<file path="src/sv/bblc_ram.sv">
// Generic single-write, single-read RAM with registered read data.
module bblc_ram #(
   parameter int WIDTH = 8,
   parameter int DEPTH = 16
) (
   input  logic                     clock,
   input  logic                     we,
   input  logic [$clog2(DEPTH)-1:0] waddr,
   input  logic [WIDTH-1:0]         wdata,
   input  logic [$clog2(DEPTH)-1:0] raddr,
   output logic [WIDTH-1:0]         rdata
);

   logic [WIDTH-1:0] mem [DEPTH];

   always_ff @(posedge clock) begin
      if (we) begin
         mem[waddr] <= wdata;
      end
      rdata <= mem[raddr];
   end

endmodule

</file>
<file path="config.mk">
export PLATFORM = sky130hd
export DESIGN_NAME = bblc_ram
export DESIGN_NICKNAME = d
export VERILOG_FILES = /design/src/sv/bblc_ram.sv
export SDC_FILE = /design/constraint.sdc
export NUM_CORES = 1
export LEC_CHECK = 0
export ABC_AREA = 1
export BUFFER_PORTS_ARGS = -buffer_cell sky130_fd_sc_hd__buf_2
export CORE_MARGIN = 10
export CORE_UTILIZATION = 25
export DETAILED_ROUTE_END_ITERATION = 8
export PLACE_DENSITY = 0.39
export SETUP_SLACK_MARGIN = 0.5
export SLEW_MARGIN = 20
export SYNTH_ARGS = -nofsm -noshare
export SYNTH_HDL_FRONTEND = slang
export SYNTH_SLANG_ARGS = --single-unit
</file>
<file path="constraint.sdc">
create_clock -name clock -period 1.33 [get_ports clock]
set_clock_uncertainty 0.15 [all_clocks]
set_input_delay 0.266 -clock clock [delete_from_list [all_inputs] [get_ports clock]]
set_output_delay 0.266 -clock clock [all_outputs]
set_load 0.01 [all_outputs]
</file>
==> reports/results.ini, run 1 <==
[sta]
rsz0062_at_grt=yes
worst_pin_slew_ps=428.0
whs_ps=72.20
fin_crit_ps=1311
setup_violations=0
max_freq_mhz=762.6
timing.slew.headroom_pct=71.46
layout_setup_ws_ps=18.72
finalCritPeriodShare_pct=98.59
final-hold-violation-count=0
slew_violations=0

[place]
pre_cts_slack_ps=-267.9
place_inst=871
place_area_um2=6675
port_buffers=25
dpl.hpwl_mm=10.72
place_congestion=0.7646

[die]
die_area_um2=29540
chipHeight_um=171.9
start_util_pct=25.47
core.rowCount=55
dieWidth_um=171.9
ios=26
core_area_um2=22640

[clock_tree]
clock_latency_ps=420
cts_buffers=17
clock-sinks=136
ctsRootBufferMaster=clkbuf_16
clkTransAtPathRegs_ps=60
cts.path.max_buffers=2
cts_max_level=4
cts_tree=yes

[worst_hold_path]
hp-class=primary input to register

[global_route]
track_usage_pct=11.77
grt_pass1_wl_mm=25.20
grt_max_degree=40
antenna_found_initial=0
grt_overflow_total=0
first_global_vias=4007

[critical_path]
path_cells=buf_6
arrival_ps=900
worst_setup_path_start_kind=register
critPathTopFamily=flip-flops
critical_path_required_ps=910
cp_slowest_cell=dfxtp_4
path_max_fanout=1
max_stage_delay_ps=360
crit_buf_inv=1
path_class=register to output port
worstSetupEndpointType=output port

[synth]
netlist_instances=551
yosys_warnings=0
seq_area_frac_synth_pct=69.43
syn_avg_cell_area_um2=10.47
ys_seq_elements=136
synth.net_count=569
syn_area_um2=5767
synthDistinctLibCells=12

[detailed_routing]
drc_errors=0
drtIter0Drc=229
viasPerCell=4.252
finalWirelength_mm=16.20
drtPass1Iterations=4
via_count=3852
antenna_left=0
routedWlPerCell_um=17.88

[layout]
final_area_um2=7854
nets=626
layout_common_cells=143 x nand2_1, 128 x edfxtp_1, 95 x inv_1
num_antenna_cells=0
stdcell_count=906
area_growth_pct=36.19
drive_gt1_share_pct=33.01
layout_commonest_cell=nand2_1

[pwr]
finalPower_mw=10.07
p_per_area_nw_per_um2=1282
ir_worst_vdd_uv=839.6
leakagePower_nw=3.225

[outcome]
outcome=complete, no violations

[run]
drv_cap=0

## sequential cells by signal, indices dropped and copies added (netlist names)
register / cells
mem: 128
rdata: 8
## routing by layer
| metal | wire, um | vias up | track usage (%) |
|---|---|---|---|
| met4 | 255 | 0 | 4.498 |
| met2 | 8206 | 49 | 19.90 |
| met5 | 0 | - | 0 |
| met3 | 452 | 18 | 2.052 |
| met1 | 7284 | 1889 | 14.66 |
| li1 | - | 1896 | - |
## Yosys cell counts
library cell / number / area share (%)
buf_1: 1 / 0.065
buf_2: 13 / 1.1
buf_4: 4 / 0.52
buf_6: 6 / 1.2
dfxtp_1: 8 / 2.8
edfxtp_1: 128 / 67
inv_1: 100 / 6.5
inv_2: 2 / 0.13
nand2_1: 173 / 11
nand3_1: 97 / 8.4
nand3b_1: 2 / 0.26
nor2_1: 17 / 1.1
## power breakdown
part           switching (mW)  internal (mW)  leakage [nW]
sequential             0.0469           4.80          1.22
clock                    1.69           2.59         0.265
combinational           0.582          0.362          1.74
total                    2.32           7.75          3.23
## metrics by stage
stage / util, % / setup TNS (ps)
2_1_floorplan: - / 0
3_3_place_gp: 29.48 / -15610
3_5_place_dp: 29.48 / -16140
4_1_cts: 34.30 / -1.254
5_1_grt: 34.69 / 0
6_report: 34.69 / 0
## area by class of cell
cell class	instances	area [um2]
timing repair buffer	62	750.7
sequential	136	4019
tap	285	356.6
inverter	102	405.4
fill	2213	14790
clock inverter	10	80.08
clock buffer	22	454.2
multi-input combinational	289	1788
## what timing repair did
action	in CTS	in global routing
gates cloned	0	0
hold buffers	0	0
setup buffers	3	0
endpoints found under the setup margin	144	144
pin swaps	40	23
endpoints found under the hold margin	0	0
resized for setup	117	22
## worst paths after layout
kind,from,to,slack [ps],depth (start not counted)
max,rdata[1]$_DFF_P_,rdata[1],20,1
min,wdata[1],mem[2][1]$_DFFE_PP_,70,2
max reg2reg,mem[15][3]$_DFFE_PP_,rdata[3]$_DFF_P_,250,6
min reg2reg,mem[10][2]$_DFFE_PP_,rdata[2]$_DFF_P_,520,6
## logic make-up (layout without fill, tap and decap cells)
family / after synthesis / count (layout) / share of synthesized area, %
and+or+nand+nor: 289 / 289 / 21.05
DFF: 136 / 136 / 69.43
buffers and inverters: 126 / 196 / 9.525
No activity file was read; power rests on OpenSTA's default activity.
==> run 2: changes to the inputs <==
CORE_MARGIN = 2   (was 10)
==> run 2 against run 1 <==
Against the previous run: fmax up 3.5%; critical endpoint is now rdata[4]; cell count stayed put; global-route usage up 1.3 points; worst hold slack improved by 49 ps; core utilization shrank 0.13 points; first-iteration DRC count increased by 41%.
==> reports/results.ini, run 2 (same netlist as run 1, synthesis figures left out) <==
[outcome]
outcome=complete, no violations

[die]
core.rowCount=55
core_area_um2=22640
ios=26
start_util_pct=25.47
chipHeight_um=155.9
die_area_um2=24300
dieWidth_um=155.9

[layout]
layout_common_cells=146 x nand2_1, 128 x edfxtp_1, 97 x inv_1
multi_input_area_um2=1672
num_antenna_cells=0
regArea_um2=4010
nets=626
largest_reg_flops=128
layout_commonest_cell=nand2_1
drive_gt1_share_pct=30.27
final_area_um2=7824
top_register=mem
area_growth_pct=35.67
fill_cells=2204
largest_registers=mem x128, rdata x8

[place]
port_buffers=25
pre_cts_slack_ps=-296.7
dpl.hpwl_mm=9.615
place_area_um2=6755
place_congestion=0.7445

[critical_path]
path_max_fanout=1
path_cells=buf_6
r2r_end=rdata[2]$_DFF_P_
critPathTopFamily=flip-flops
critical_path_required_ps=910
worstSetupEndpointType=output port
r2r_start=mem[2][2]$_DFFE_PP_
arrival_ps=850
r2r_setup_slack_ps=230
crit_start=rdata[4]$_DFF_P_
r2r_cells=6
worst_setup_path_start_kind=register
max_stage_delay_ps=320
path_class=register to output port
crit_buf_inv=1
cp_slowest_cell=dfxtp_2

[pwr]
swShare_pct=21.94
switchingPower_mw=2.328
leakagePower_nw=3.221
ir_worst_vdd_uv=907.1
seqPwrFrac_pct=45.5
combPwrFrac_pct=8.2
p_per_area_nw_per_um2=1356
p_clk_share_pct=46.4
power.internal_mw=8.282

[sta]
setup_violations=0
rsz0062_at_grt=yes
worst_pin_slew_ps=473.8
slew_violations=0
fin_crit_ps=1267
finalCritPeriodShare_pct=95.26
layout_setup_ws_ps=63.04
timing.slew.headroom_pct=68.38
max_freq_mhz=789.3
final-hold-violation-count=0

[worst_hold_path]
whs_path_depth=1
hp-class=primary input to register
hold_end=mem[9][4]$_DFFE_PP_
hold_start=wdata[4]

[clock_tree]
clock-sinks=136
cts_buffers=17
cts_tree=yes
cts_max_level=4
clkTransAtPathRegs_ps=60
cts.path.max_buffers=2
ctsRootBufferMaster=clkbuf_16
clock_latency_ps=420
ctsHoldBuffers=0

[detailed_routing]
finalWirelength_mm=14.88
routedWlPerCell_um=16.43
drtPass1Iterations=4
drtIter0Drc=324
via_count=3855
viasPerCell=4.255
antenna_left=0
drc_errors=0

[global_route]
grt_max_degree=37
track_usage_pct=13.05
grt_pass1_wl_mm=22.91
antenna_found_initial=0
first_global_vias=3743
grt_overflow_total=0

[run]
drv_cap=0

## run 2: changes by cell type in the layout (fill, tap and decap cells not counted), moves of 4 or more
cell	before	now
nand3_1	43	56
clkbuf_1	4	0
nand3_2	48	39
buf_8	8	2
nand3_4	6	2
buf_12	15	21
buf_2	12	16
## run 2: layer usage
layer / vias up / global-route usage, % / routed length, um
met5: - / 0 / 0
met2: 59 / 20.80 / 7218
met1: 1883 / 17.61 / 6917
met3: 13 / 2.722 / 542
li1: 1900 / - / -
met4: 0 / 4.718 / 205
## run 2: through the flow
| step | power, mW | setup TNS, ps | hold WS [ps] | std cells | utilization (%) |
|---|---|---|---|---|---|
| 2_1_floorplan | 5.325 | 0 | 214.9 | 551 | - |
| 3_3_place_gp | 5.651 | -14850 | 514.0 | 870 | 29.84 |
| 3_5_place_dp | 5.656 | -17290 | 509.3 | 870 | 29.84 |
| 4_1_cts | 10.68 | 0 | 123.3 | 905 | 33.86 |
| 5_1_grt | 11.01 | 0 | 117.2 | 906 | 34.56 |
| 6_report | 10.61 | 0 | 121.1 | 906 | 34.56 |
## run 2: worst max-delay path by stage
stage	cells after the start	slack [ps]	end
2_1_floorplan	2	40	mem[10][0]$_DFFE_PP_
3_3_place_gp	4	-270	mem[6][3]$_DFFE_PP_
3_5_place_dp	4	-300	mem[6][4]$_DFFE_PP_
4_1_cts	1	30	rdata[5]
5_1_grt	1	20	rdata[2]
6_report	1	60	rdata[4]
## run 2: power groups by stage
| stage | sequential, mW | clock [mW] | combinational, mW |
|---|---|---|---|
| 2_1_floorplan | 4.92 | 0 | 0.407 |
| 3_3_place_gp | 4.91 | 0 | 0.743 |
| 3_5_place_dp | 4.91 | 0 | 0.748 |
| 4_1_cts | 4.82 | 5.03 | 0.832 |
| 5_1_grt | 4.83 | 5.23 | 0.948 |
| 6_report | 4.82 | 4.92 | 0.867 |
## run 2: final cells by class
| type | instances | area share (%) |
|---|---|---|
| flip-flops and latches | 136 | 51.26 |
| multi-input cells | 289 | 21.37 |
| repair buffers | 62 | 9.755 |
| inverters | 102 | 5.150 |
| well taps | 285 | 4.558 |
| clock inverters | 14 | 2.303 |
| clock buffers | 18 | 5.613 |
## run 2: timing repair
item	in CTS	in global routing
setup buffers	3	1
setup endpoints to repair	144	144
pin swaps	42	22
gates resized for setup	58	35
==> run 3: changes to the inputs <==
CORE_MARGIN = 1   (was 2)
REMOVE_ABC_BUFFERS = 1   (was unset)
==> run 3 against run 2 <==
Against the previous run: via count hardly changed; largest cell class unchanged; sequential power hardly changed; sequential cell count stayed put; design area is 2.7% lower; combinational power is 4.7% lower; cell count is 0.22% lower; highest routed layer unchanged; count of clock-buffer cells in the layout is 1 higher; total power is 4.8% lower; global-route usage is 0.35 points higher; register-to-register slack better by 20 ps.
==> reports/results.ini, run 3 (same netlist as run 1, synthesis figures left out) <==
[detailed_routing]
drc_errors=0
routedWlPerCell_um=16.59
antenna_left=0
via_count=3853
drtIter0Drc=260
finalWirelength_mm=15.00
viasPerCell=4.262
drtPass1Iterations=4

[critical_path]
crit_buf_inv=1
path_cells=buf_6
max_stage_delay_ps=350
cp_slowest_cell=dfxtp_4
path_class=register to output port
critical_path_required_ps=910
worst_setup_path_start_kind=register
arrival_ps=880
path_max_fanout=1
worstSetupEndpointType=output port
critPathTopFamily=flip-flops

[layout]
layout_commonest_cell=nand2_1
top_register=mem
stdcell_count=904
area_growth_pct=32.05
layout_common_cells=161 x nand2_1, 128 x edfxtp_1, 94 x inv_1
largest_reg_flops=128
largest_registers=mem x128, rdata x8
drive_gt1_share_pct=31.02
num_antenna_cells=0
nets=624
final_area_um2=7615

[sta]
slew_violations=0
setup_violations=0
rsz0062_at_grt=yes
worst_pin_slew_ps=458.5
fin_crit_ps=1301
finalCritPeriodShare_pct=97.78
timing.slew.headroom_pct=69.40
final-hold-violation-count=0
max_freq_mhz=768.9

[clock_tree]
clkTransAtPathRegs_ps=60
cts_buffers=17
cts.path.max_buffers=2
cts_tree=yes
clock_latency_ps=420
cts_max_level=4
ctsRootBufferMaster=clkbuf_16
clock-sinks=136

[die]
ios=26
core.rowCount=55
core_area_um2=22640
start_util_pct=25.47
die_area_um2=23680
dieWidth_um=153.9
chipHeight_um=153.9

[pwr]
power.internal_mw=7.684
leakagePower_nw=3.173
switchingPower_mw=2.415
p_per_area_nw_per_um2=1326
ir_worst_vdd_uv=632.3
seqPwrFrac_pct=47.8
p_clk_share_pct=44.0
swShare_pct=23.91
combPwrFrac_pct=8.2

[global_route]
antenna_found_initial=0
track_usage_pct=13.40
grt_max_degree=33
grt_pass1_wl_mm=23.47
first_global_vias=3985
grt_overflow_total=0

[run]
drv_cap=0

[outcome]
outcome=complete, no violations

[place]
dpl.hpwl_mm=9.800
place_congestion=0.7392
port_buffers=25
place_inst=870
place_area_um2=6392

[worst_hold_path]
hp-class=primary input to register

==> run 3: cell count changes in the layout (fill, tap and decap cells not counted), moves of 8 or more <==
cell,previous run,this run
nor2_4,17,9
buf_4,7,16
nand2_2,22,7
nand2_1,146,161
nand3_1,56,32
buf_12,21,5
nand3_2,39,64
==> run 3: final cells by class <==
type	count	area, um2
clock buffer	19	432.9
clock inverter	13	123.9
multi-input combinational	289	1692
sequential	136	4015
fill	2261	15030
inverter	102	390.4
tap	285	356.6
timing repair buffer	60	604.3
==> run 3: what timing repair did <==
| action | in CTS | in global routing |
|---|---|---|
| hold buffers | 0 | 0 |
| endpoints found under the hold margin | 0 | 0 |
| cloned | 0 | 0 |
| endpoints found under the setup margin | 144 | 144 |
| resized for setup | 89 | 69 |
| pin swaps | 54 | 44 |
| buffers inserted | 1 | 1 |
==> run 3: metrics by stage <==
step | worst slack, ps | setup TNS (ps) | power (mW) | util, % | hold slack, ps
after floorplan | -66.48 | -3014 | 5.176 | - | 214.9
after global placement | -181.7 | -13440 | 5.571 | 28.23 | 505.7
after detailed placement | -180.6 | -13470 | 5.569 | 28.23 | 504.2
after CTS | 4.999 | 0 | 10.11 | 32.34 | 114.4
after global routing | 2.211 | 0 | 10.44 | 33.63 | 119.7
final | 29.46 | 0 | 10.10 | 33.63 | 120.4
==> run 3: layer usage <==
layer	vias up	global-route usage, %	share of wire [%]
met1	1909	17.97	48
met2	45	22.01	49
met4	0	4.000	1.2
li1	1887	-	-
met5	-	0	0
met3	12	2.452	2.2
==> run 3: final timing paths <==
| kind | start | end | slack [ps] | depth (start not counted) |
|---|---|---|---|---|
| setup / recovery | rdata[7]$_DFF_P_ | rdata[7] | 30 | 1 |
| hold / removal | wdata[0] | mem[5][0]$_DFFE_PP_ | 120 | 1 |
| setup reg to reg | mem[11][3]$_DFFE_PP_ | rdata[3]$_DFF_P_ | 250 | 6 |
| hold reg to reg | mem[12][2]$_DFFE_PP_ | rdata[2]$_DFF_P_ | 530 | 6 |
==> run 3: power by group through the flow <==
stage / logic (mW) / clock network [mW] / registers, mW
after CTS: 0.764 / 4.52 / 4.83
final: 0.826 / 4.44 / 4.83
after detailed placement: 0.655 / 0 / 4.91
after global placement: 0.658 / 0 / 4.91
after global routing: 0.907 / 4.69 / 4.84
after floorplan: 0.259 / 0 / 4.92
